File: src/sv/urbq_pkg.sv
// Shared definitions for the UART ring buffer queues block.
// Holds default ring depths, action and result kind codes, and the control structs.
// Depends on nothing.
`default_nettype none

package urbq_pkg;

    localparam int TX_DEPTH_DEF = 64;
    localparam int RX_DEPTH_DEF = 128;

    // Event codes carried on the action field.
    localparam logic [2:0] ACT_HOST_WRITE = 3'd0;
    localparam logic [2:0] ACT_HOST_READ  = 3'd1;
    localparam logic [2:0] ACT_PEEK       = 3'd2;
    localparam logic [2:0] ACT_LINE_RECV  = 3'd3;
    localparam logic [2:0] ACT_TX_READY   = 3'd4;

    // Result kinds.
    localparam logic [1:0] KIND_STATUS = 2'd0;
    localparam logic [1:0] KIND_LINE   = 2'd1;
    localparam logic [1:0] KIND_HOST   = 2'd2;

    localparam logic [7:0] EMPTY_READ_BYTE = 8'h55;

    typedef struct packed {
        logic push;
        logic pop;
        logic set_active;
        logic clr_active;
    } t_tx_ctl;

    typedef struct packed {
        logic push;
        logic pop;
        logic peek;
    } t_rx_ctl;

endpackage

`default_nettype wire

File: src/sv/urbq_tx_queue.sv
// Transmit ring: byte memory with head and tail pointers, free-space count
// and the transmitter active flag. Uses urbq_pkg for its control struct.
`default_nettype none

module urbq_tx_queue #(
    parameter int  DEPTH = urbq_pkg::TX_DEPTH_DEF,
    localparam int PW    = $clog2(DEPTH),
    localparam int CW    = $clog2(DEPTH + 1)
) (
    input  wire logic               i_clk,
    input  wire logic               i_rst_n,
    input  wire urbq_pkg::t_tx_ctl  i_ctl,
    input  wire logic [7:0]         i_data,
    output logic [7:0]              o_rd_data,
    output logic [CW-1:0]           o_space,
    output logic                    o_active
);
    import urbq_pkg::*;

    logic [7:0]    mem [DEPTH];
    logic [7:0]    r_rd;
    logic [PW-1:0] r_head, r_tail;
    logic [PW-1:0] n_head, n_tail;
    logic [CW-1:0] r_space;
    logic          r_active;

    function automatic logic [PW-1:0] f_next(input logic [PW-1:0] p);
        return (p == PW'(DEPTH - 1)) ? '0 : p + 1'b1;
    endfunction

    assign n_head = f_next(r_head);
    assign n_tail = f_next(r_tail);

    always_ff @(posedge i_clk) begin
        if (i_ctl.push) begin
            mem[r_head] <= i_data;
        end
        if (i_ctl.pop) begin
            r_rd <= mem[r_tail];
        end
    end

    always_ff @(posedge i_clk) begin
        if (!i_rst_n) begin
            r_head   <= '0;
            r_tail   <= '0;
            r_space  <= CW'(DEPTH);
            r_active <= 1'b0;
        end else begin
            if (i_ctl.push) begin
                r_head  <= n_head;
                r_space <= r_space - 1'b1;
            end else if (i_ctl.pop) begin
                r_tail  <= n_tail;
                r_space <= r_space + 1'b1;
            end
            if (i_ctl.set_active) begin
                r_active <= 1'b1;
            end else if (i_ctl.clr_active) begin
                r_active <= 1'b0;
            end
        end
    end

    assign o_rd_data = r_rd;
    assign o_space   = r_space;
    assign o_active  = r_active;

endmodule

`default_nettype wire

File: src/sv/urbq_rx_queue.sv
// Receive ring: byte memory with per-entry valid bits so unwritten entries
// read as zero, plus head and tail pointers and the fill count. Uses urbq_pkg.
`default_nettype none

module urbq_rx_queue #(
    parameter int  DEPTH = urbq_pkg::RX_DEPTH_DEF,
    localparam int PW    = $clog2(DEPTH),
    localparam int CW    = $clog2(DEPTH + 1)
) (
    input  wire logic               i_clk,
    input  wire logic               i_rst_n,
    input  wire urbq_pkg::t_rx_ctl  i_ctl,
    input  wire logic [7:0]         i_data,
    output logic [7:0]              o_rd_data,
    output logic [CW-1:0]           o_count
);
    import urbq_pkg::*;

    logic [7:0]       mem [DEPTH];
    logic [7:0]       r_rd;
    logic             r_rd_vld;
    logic [DEPTH-1:0] r_vld;
    logic [PW-1:0]    r_head, r_tail;
    logic [PW-1:0]    n_head, n_tail;
    logic [CW-1:0]    r_count;

    function automatic logic [PW-1:0] f_next(input logic [PW-1:0] p);
        return (p == PW'(DEPTH - 1)) ? '0 : p + 1'b1;
    endfunction

    assign n_head = f_next(r_head);
    assign n_tail = f_next(r_tail);

    always_ff @(posedge i_clk) begin
        if (i_ctl.push) begin
            mem[r_head] <= i_data;
        end
        if (i_ctl.pop || i_ctl.peek) begin
            r_rd <= mem[r_tail];
        end
    end

    always_ff @(posedge i_clk) begin
        if (!i_rst_n) begin
            r_head   <= '0;
            r_tail   <= '0;
            r_count  <= '0;
            r_vld    <= '0;
            r_rd_vld <= 1'b0;
        end else begin
            if (i_ctl.pop || i_ctl.peek) begin
                r_rd_vld <= r_vld[r_tail];
            end
            if (i_ctl.push) begin
                r_vld[r_head] <= 1'b1;
                r_head        <= n_head;
                r_count       <= r_count + 1'b1;
            end else if (i_ctl.pop) begin
                r_tail  <= n_tail;
                r_count <= r_count - 1'b1;
            end
        end
    end

    // An entry never written since reset reads as zero.
    assign o_rd_data = r_rd_vld ? r_rd : 8'h00;
    assign o_count   = r_count;

endmodule

`default_nettype wire

File: src/sv/uart_ring_buffer_queues.sv
// Top level of the UART ring buffer queues: event decode and result register.
// Instantiates urbq_tx_queue and urbq_rx_queue; uses urbq_pkg.
//
// Usage:
// The host side and the line side both present events on one command channel:
// an event transfer happens at a rising edge where i_start is high and o_busy
// is low. o_busy is always low, so one event can be taken every cycle.
// i_action selects host write, host read, peek, line byte received or
// transmitter ready; i_data carries the byte for a write or a receive.
// i_framing_error is accepted with the event but has no effect: a byte with a
// framing error is stored like any other.
// Each event produces exactly one result, shown on the o_ result ports for one
// cycle with o_valid high, in the cycle right after the event transfer
// (throughput one event per cycle). The result comes from the result register
// and from the synchronous read port of the ring memories.
// Every result carries the transmit free space and receive count after the
// event, and o_rx_dropped flags a received byte lost to a full receive ring.
// The receiver cannot stall, so a result is gone after its cycle.
// Reset is synchronous: pointers, counts, the transmitter flag and the receive
// valid bits clear at once, and events are taken in the next cycle.
`default_nettype none

module uart_ring_buffer_queues #(
    parameter int  TX_DEPTH = urbq_pkg::TX_DEPTH_DEF,
    parameter int  RX_DEPTH = urbq_pkg::RX_DEPTH_DEF,
    localparam int TX_CW    = $clog2(TX_DEPTH + 1),
    localparam int RX_CW    = $clog2(RX_DEPTH + 1)
) (
    input  wire logic             i_clk,
    input  wire logic             i_rst_n,
    input  wire logic             i_start,
    output logic                  o_busy,
    input  wire logic [2:0]       i_action,
    input  wire logic [7:0]       i_data,
    input  wire logic             i_framing_error,
    output logic                  o_valid,
    output logic [1:0]            o_kind,
    output logic [7:0]            o_byte_out,
    output logic [TX_CW-1:0]      o_tx_free,
    output logic [RX_CW-1:0]      o_rx_count,
    output logic                  o_rx_dropped
);
    import urbq_pkg::*;

    // Where the result byte comes from in the result cycle.
    localparam logic [1:0] SRC_DIRECT = 2'd0;
    localparam logic [1:0] SRC_TX     = 2'd1;
    localparam logic [1:0] SRC_RX     = 2'd2;

    logic             accept;
    t_tx_ctl          tx_ctl;
    t_rx_ctl          rx_ctl;
    logic [7:0]       tx_rd_data, rx_rd_data;
    logic [TX_CW-1:0] tx_space;
    logic [RX_CW-1:0] rx_count;
    logic             tx_active;
    logic             tx_full, tx_empty, rx_full, rx_empty;

    logic             r_valid, r_dropped;
    logic [1:0]       r_kind, r_src;
    logic [7:0]       r_byte;
    logic             n_dropped;
    logic [1:0]       n_kind, n_src;
    logic [7:0]       n_byte;

    // Every event finishes in one pass through the rings, so nothing ever
    // holds the command channel off.
    assign o_busy = 1'b0;
    assign accept = i_start && !o_busy;

    assign tx_full  = (tx_space == '0);
    assign tx_empty = (tx_space == TX_CW'(TX_DEPTH));
    assign rx_full  = (rx_count == RX_CW'(RX_DEPTH));
    assign rx_empty = (rx_count == '0);

    // Event decode. Each event touches at most one port of each ring, so two
    // events in consecutive cycles never collide on a memory access: a write
    // lands at one edge and any later read of that entry sees it.
    always_comb begin
        tx_ctl    = '0;
        rx_ctl    = '0;
        n_kind    = KIND_STATUS;
        n_src     = SRC_DIRECT;
        n_byte    = 8'h00;
        n_dropped = 1'b0;
        if (accept) begin
            case (i_action)
                ACT_HOST_WRITE: begin
                    // A full transmit ring drops the byte before anything else.
                    if (!tx_full) begin
                        tx_ctl.set_active = 1'b1;
                        if (!tx_active) begin
                            n_kind = KIND_LINE;
                            n_byte = i_data;
                        end else begin
                            tx_ctl.push = 1'b1;
                        end
                    end
                end
                ACT_HOST_READ: begin
                    n_kind = KIND_HOST;
                    if (rx_empty) begin
                        n_byte = EMPTY_READ_BYTE;
                    end else begin
                        rx_ctl.pop = 1'b1;
                        n_src      = SRC_RX;
                    end
                end
                ACT_PEEK: begin
                    // The tail entry is returned even when the ring is empty.
                    n_kind      = KIND_HOST;
                    rx_ctl.peek = 1'b1;
                    n_src       = SRC_RX;
                end
                ACT_LINE_RECV: begin
                    if (rx_full) begin
                        n_dropped = 1'b1;
                    end else begin
                        rx_ctl.push = 1'b1;
                    end
                end
                ACT_TX_READY: begin
                    if (!tx_empty) begin
                        tx_ctl.pop = 1'b1;
                        n_kind     = KIND_LINE;
                        n_src      = SRC_TX;
                    end else begin
                        tx_ctl.clr_active = 1'b1;
                    end
                end
                default: begin
                end
            endcase
        end
    end

    urbq_tx_queue #(
        .DEPTH (TX_DEPTH)
    ) u_tx_queue (
        .i_clk     (i_clk),
        .i_rst_n   (i_rst_n),
        .i_ctl     (tx_ctl),
        .i_data    (i_data),
        .o_rd_data (tx_rd_data),
        .o_space   (tx_space),
        .o_active  (tx_active)
    );

    urbq_rx_queue #(
        .DEPTH (RX_DEPTH)
    ) u_rx_queue (
        .i_clk     (i_clk),
        .i_rst_n   (i_rst_n),
        .i_ctl     (rx_ctl),
        .i_data    (i_data),
        .o_rd_data (rx_rd_data),
        .o_count   (rx_count)
    );

    always_ff @(posedge i_clk) begin
        if (!i_rst_n) begin
            r_valid <= 1'b0;
        end else begin
            r_valid <= accept;
        end
    end

    always_ff @(posedge i_clk) begin
        r_kind    <= n_kind;
        r_src     <= n_src;
        r_byte    <= n_byte;
        r_dropped <= n_dropped;
    end

    // The ring counters already hold the values after the event when the
    // result is shown, and stay put until the next event transfer.
    assign o_valid      = r_valid;
    assign o_kind       = r_kind;
    assign o_byte_out   = (r_src == SRC_TX) ? tx_rd_data :
                          (r_src == SRC_RX) ? rx_rd_data : r_byte;
    assign o_tx_free    = tx_space;
    assign o_rx_count   = rx_count;
    assign o_rx_dropped = r_dropped;

    // Each event transfer is answered by exactly one result in the next cycle.
    a_result_follows: assert property (@(posedge i_clk) disable iff (!i_rst_n)
        accept |=> o_valid)
        else $error("event transfer without a result");

    a_no_spurious: assert property (@(posedge i_clk) disable iff (!i_rst_n)
        !accept |=> !o_valid)
        else $error("result without an event transfer");

    // A dropped receive byte means the receive ring was full and stays full.
    a_drop_full: assert property (@(posedge i_clk) disable iff (!i_rst_n)
        (o_valid && o_rx_dropped) |-> (o_rx_count == RX_CW'(RX_DEPTH)))
        else $error("receive byte dropped with room in the ring");

    // Transmit free space never exceeds the ring depth.
    a_tx_bound: assert property (@(posedge i_clk) disable iff (!i_rst_n)
        o_tx_free <= TX_CW'(TX_DEPTH))
        else $error("transmit free space above depth");

    // A byte read from the transmit ring only follows while the transmitter runs.
    a_tx_send_active: assert property (@(posedge i_clk) disable iff (!i_rst_n)
        (o_valid && (r_src == SRC_TX)) |-> tx_active)
        else $error("queued byte sent while transmitter idle");

endmodule

`default_nettype wire
File: config.mk
export PLATFORM = sky130hd
export DESIGN_NAME = uart_ring_buffer_queues
export DESIGN_NICKNAME = d
export VERILOG_FILES = /design/src/sv/urbq_pkg.sv /design/src/sv/urbq_tx_queue.sv /design/src/sv/urbq_rx_queue.sv /design/src/sv/uart_ring_buffer_queues.sv
export SDC_FILE = /design/constraint.sdc
export NUM_CORES = 2
export LEC_CHECK = 0
export BUFFER_PORTS_ARGS = -buffer_cell sky130_fd_sc_hd__buf_2
export CAP_MARGIN = 5
export CELL_PAD_IN_SITES_DETAIL_PLACEMENT = 1
export CELL_PAD_IN_SITES_GLOBAL_PLACEMENT = 2
export CORE_ASPECT_RATIO = 0.7
export CORE_MARGIN = 5
export CORE_UTILIZATION = 45
export CTS_CLUSTER_DIAMETER = 200
export DETAILED_ROUTE_END_ITERATION = 6
export PLACE_DENSITY_LB_ADDON = 0.08
export SKIP_LAST_GASP = 1
export SYNTH_ARGS = -nofsm -noshare
export SYNTH_HDL_FRONTEND = slang
export SYNTH_HIERARCHICAL = 1
export SYNTH_SLANG_ARGS = --single-unit
File: constraint.sdc
create_clock -name i_clk -period 8.65 [get_ports i_clk]
set_input_delay 1.2975 -clock i_clk [delete_from_list [all_inputs] [get_ports i_clk]]
set_output_delay 1.2975 -clock i_clk [all_outputs]
set_load 0.1 [all_outputs]
After elaboration in Yosys (flattened, before gate mapping)
Memories as Yosys holds them, arrays and structs flattened. A register that Yosys moved wholly into a read port is not among the register bits. Cells that the tools add are included.

Register bits after elaboration: 185. Memory bits (writable): 1536. Input port bits: 15. Memories kept: 2.

Memories: u_rx_queue.mem (words 128, width 8, rd ports 1, clocked after Yosys merged registers in 1, write ports 1, RTL line urbq_rx_queue.sv:19) `logic [7:0] mem [DEPTH];`; u_tx_queue.mem (words 64, width 8, rd ports 1, clocked after Yosys merged registers in 1, write ports 1, RTL line urbq_tx_queue.sv:20) `logic [7:0] mem [DEPTH];`.

Add/sub/neg operators: 8. $lt $le $gt $ge: 3. Equality and inequality tests: 12. Mux-type cells: 48. Bitwise gates (word level): 3. Reductions and logical operators: 12.

Operator list (count): OR 128 bit (1); 2-to-1 mux 8 bit (7); 2-to-1 mux 7 bit (5); 2-to-1 mux 1 bit (26); adder 7 x 1 -> 7 bit, second input constant (3); equality test 7 bit, second input constant (3); less-than comparator 7 x 8 -> 1 bit, second input constant (2); one-hot mux 8 bit (2 select lines) (1); adder 6 x 1 -> 6 bit, second input constant (2); equality test 6 bit, second input constant (2); 2-to-1 mux 6 bit (2); one-hot mux 2 bit (3 select lines) (2); adder 8 x 1 -> 8 bit, second input constant (1); equality test 8 bit, second input constant (1); zero test 8 bit (1); subtractor 8 x 1 -> 8 bit, second input constant (1); binary-select mux 1 bit (select 7 bit) (1); demux 1 bit (select 7 bit) (1); greater-or-equal comparator 7 x 1 -> 1 bit, second input constant (1); zero test 7 bit (1); subtractor 7 x 1 -> 7 bit, second input constant (1); equality test 3 x 2 -> 1 bit, second input constant (2); AND reduction 2 bit (3); nonzero test 2 bit (3); 12 further kinds (13).

Logic depth before layout (Yosys ltp)
Depth in word-level cells: 6. Gate-level depth with buffers: 13. Depth with buffers taken out: 12.

Hierarchy
Netlist, hierarchy kept.

By module, submodules not included: urbq_rx_queue (instances 1, cells each 2322, area each 45792.7 um2); urbq_tx_queue (instances 1, cells each 1088, area each 21234.1 um2); uart_ring_buffer_queues (instances 1, cells each 103, area each 858.3 um2).

Worst setup path before layout
Ideal clock, no wire load.

Kind: input port to flip-flop. From: in i_action[2]. To: mem u_tx_queue.mem[49][0] (enable). Arrival time: 4.020 ns. Slack: 4.247 ns. Stages: 7. Path buffers: 3. Cells stage by stage: nand2b_1 > clkbuf_1 > nor4bb_1 > clkbuf_1 > buf_1 > nand4_1 > nor3_1.

RTL lines: start: declaration (RTL line uart_ring_buffer_queues.sv:33) `input wire logic [2:0] i_action,`; end: declaration (RTL line urbq_tx_queue.sv:20).

==> flow_summary.ini <==
[outcome]
status = completed

[yosys]
syn_area_per_cell_um2 = 19.3
netlist.area_leader.share_pct = 68.7
synthCells = 3513
syn_area_um2 = 67900
synth_flop_cell = edfxtp_1
ys_seq_area_share_pct = 74.1
synth_edf_count = 1552
synth_common_cells = edfxtp_1 (1552), nor2_1 (505), mux4_2 (462), dfxtp_1 (185), clkbuf_1 (95)
yosysMostFrequentCell = edfxtp_1
synth_top_cells_by_area = edfxtp_1 (69%), mux4_2 (15%), dfxtp_1 (5.5%), nor2_1 (2.8%), mux2i_1 (1.2%)
syn_nets = 3545
ys_ff_latch = 1737
yosysTopAreaCell = edfxtp_1
synth.distinct_cells = 67
async_flop_share_pct = 0
synth_warnings = 6

[sta]
worstMarginPinSlew_ps = 1360
slew_headroom_pct = 8.88
hold_violations = 0
slew_viol_final = 0
worst_slack_ps = 3900
period_minus_slack_ps = 4750
fmax_ghz = 0.211
timing.clock.skew_ps = 30.3
tns_ps = 0
final.period_utilization_pct = 54.9
finalSetupViolations = 0
rsz0062_at_grt = no

[floorplanning]
rows = 119
die_w_um = 474
coreArea_um2 = 150000
initial_utilization_pct = 45.2
pin_count = 43
fp.dieH_um = 335
dieArea_um2 = 159000

[clocking]
root_buffer = clkbuf_16
cts_made_buffers = 168
cts_tree = done
clock-sinks = 1737
hold_buffers = 0
clk-insertion-delay-late_ps = 810
cts.clk_slew.worst_paths_ps = 60
ctsResizeCount = 0
max-clock-path-buffers = 3
cts_setup_buffers = 0
htree_levels = 4

[grt]
grt_pass1_wl_mm = 254
use_met2_pct = 31.2
use_met3_pct = 5.56
grt_max_degree = 138
antenna_found_initial = 17
grt.busiest_layer = met1
grt_overflow_total = 0
use_met1_pct = 35.1
grt_usage_pct = 22.3
grt_pass1_vias = 34982

[setup_path]
start_kind = primary input
cp_max_fo = 17
end_kind = flip-flop
criticalPathCategory = in -> reg
cp.arrival_ps = 5150
critical_path_depth = 7
path_delay_family = simple AND/OR/NAND/NOR gates
r2r_cells = 7
cpPeakStageDelay_ps = 960
r2r_slack_ps = 4230
r2r_end = u_rx_queue/r_rd[0]
crit_slowest_cell = nor2_1
cp_cell_sequence = buf_2, nand4b_1, nor2_2, buf_4, clkinv_1, or2_2, nor2_1
cp_data_required_time_ps = 9050
reg2reg_from = u_rx_queue/r_tail[0]
path_buf_inv = 3

[route]
vias = 34276
drc = 0
dr.first_iter.drc_count = 3523
wirelength_mm = 176
via_per_inst = 6.00
ant_nets = 0
wl_per_cell_um = 30.8
dr.pass1.iters = 5

[placement]
dp_hpwl_mm = 108
placed_area_um2 = 70100
dpl.cell_count = 5401
io_buffers = 40
dp_slack_ps = 3050
finalWeightedCongestion = 0.820

[min_path]
min_from = u_rx_queue/r_vld[66]
hold_path_class = reg -> reg
hold-path-cell-count = 2
hold_end = u_rx_queue/r_vld[66]

[finish]
nNetsFinal = 3607
final_area_um2 = 75400
fin_cells = 5715
final_util_pct = 50.2
drive_gt1_share_pct = 22.3
area_growth_pct = 11.1

[pwr]
power.static_leakage_nw = 23.0
ir_drop_mv = 0.200
p_per_area_nw_per_um2 = 221

[job]
cap_violations = 0
[cell families (layout without fill, tap and decap cells)]
logic type | Yosys count | after routing | synth area share [%]
buffers and inverters | 206 | 409 | 1.51
other | 1 | 4 | 0.00552
multiplexers | 556 | 556 | 16.7
AND/OR/NAND/NOR | 752 | 752 | 4.83
flip-flops | 1737 | 1737 | 74.1
AO/OA/AOI/OAI | 218 | 218 | 2.14
XOR/XNOR | 26 | 26 | 0.335
adder cells (fa/ha/maj) | 17 | 17 | 0.335
[where the power goes]
group	internal (mW)	switching, mW	total, mW
combinational	0.0951	0.278	0.373
clock	4.05	3.12	7.17
sequential	9.13	0.00996	9.14
total	13.3	3.41	16.7
[how the worst max path moves through the flow]
stage,start,endpoint,slack [ps]
after floorplan,i_action[2],u_tx_queue/mem[49][0],4250
after global placement,i_action[2],u_rx_queue/mem[2][2],3210
after detailed placement,i_action[2],u_rx_queue/mem[0][0],3050
after CTS,i_action[2],u_rx_queue/mem[0][6],3910
after global routing,i_action[2],u_rx_queue/mem[0][5],3820
final,i_action[2],u_rx_queue/mem[2][5],3900
[worst min-delay path: stages, from the launching register on]
cell and delay [ps]:
dfxtp_1 320, nor2_1 50, nor2_1 70
[through the flow]
step | hold slack, ps | total power, mW
2_1_floorplan | 435 | 9.49
3_3_place_gp | 444 | 9.68
3_5_place_dp | 458 | 9.70
4_1_cts | 473 | 16.9
5_1_grt | 488 | 17.3
6_report | 467 | 16.7
[flip-flops by register name, summed over array words and instances, names as in the netlist, 6 cells and up]
name	cells
u_tx_queue/r_head	6
u_rx_queue/mem	1024
u_rx_queue/r_tail	7
u_tx_queue/o_space	7
u_rx_queue/o_count	8
u_rx_queue/r_rd	8
r_byte	8
u_rx_queue/r_vld	128
u_tx_queue/r_tail	6
u_rx_queue/r_head	7
u_tx_queue/mem	512
u_tx_queue/o_rd_data	8
[per-layer routing]
metal / up-vias / share of wire [%]
met5: - / 0
met1: 18679 / 47
met3: 175 / 8.7
met4: 0 / 1.7
met2: 1146 / 43
li1: 14276 / -
[cells in the final DEF (no fill, tap or decap), types with 10 or more instances in the layout]
cell type and n:
edfxtp_1 1552, nor2_1 504, mux4_2 462, dfxtp_1 178, clkbuf_16 173, mux2i_1 81
nand2_1 59, a21oi_1 54, clkbuf_1 49, buf_4 44, a22oi_1 37, nor2b_1 35
buf_2 32, nand3_1 28, clkinv_1 27, nor3_1 26, clkbuf_8 22, o21ai_0 22
clkinv_2 21, and2_1 20, xnor2_1 19, ha_1 15, and3_1 14, o21ai_1 14
mux2_2 13, nand2b_1 11, nand4_1 11, o22ai_1 11, a211oi_1 10, o221ai_1 10
[cell type report]
| type | count | area, um2 |
|---|---|---|
| fill | 13485 | 74800 |
| antenna | 3 | 7.51 |
| timing repair buffer | 86 | 621 |
| clock buffer | 244 | 4820 |
| multi-input combinational | 1570 | 16600 |
| inverter | 12 | 52.6 |
| clock inverter | 67 | 534 |
| tap | 1996 | 2500 |
| sequential | 1737 | 50300 |
No activity file was read; power rests on OpenSTA's default activity.
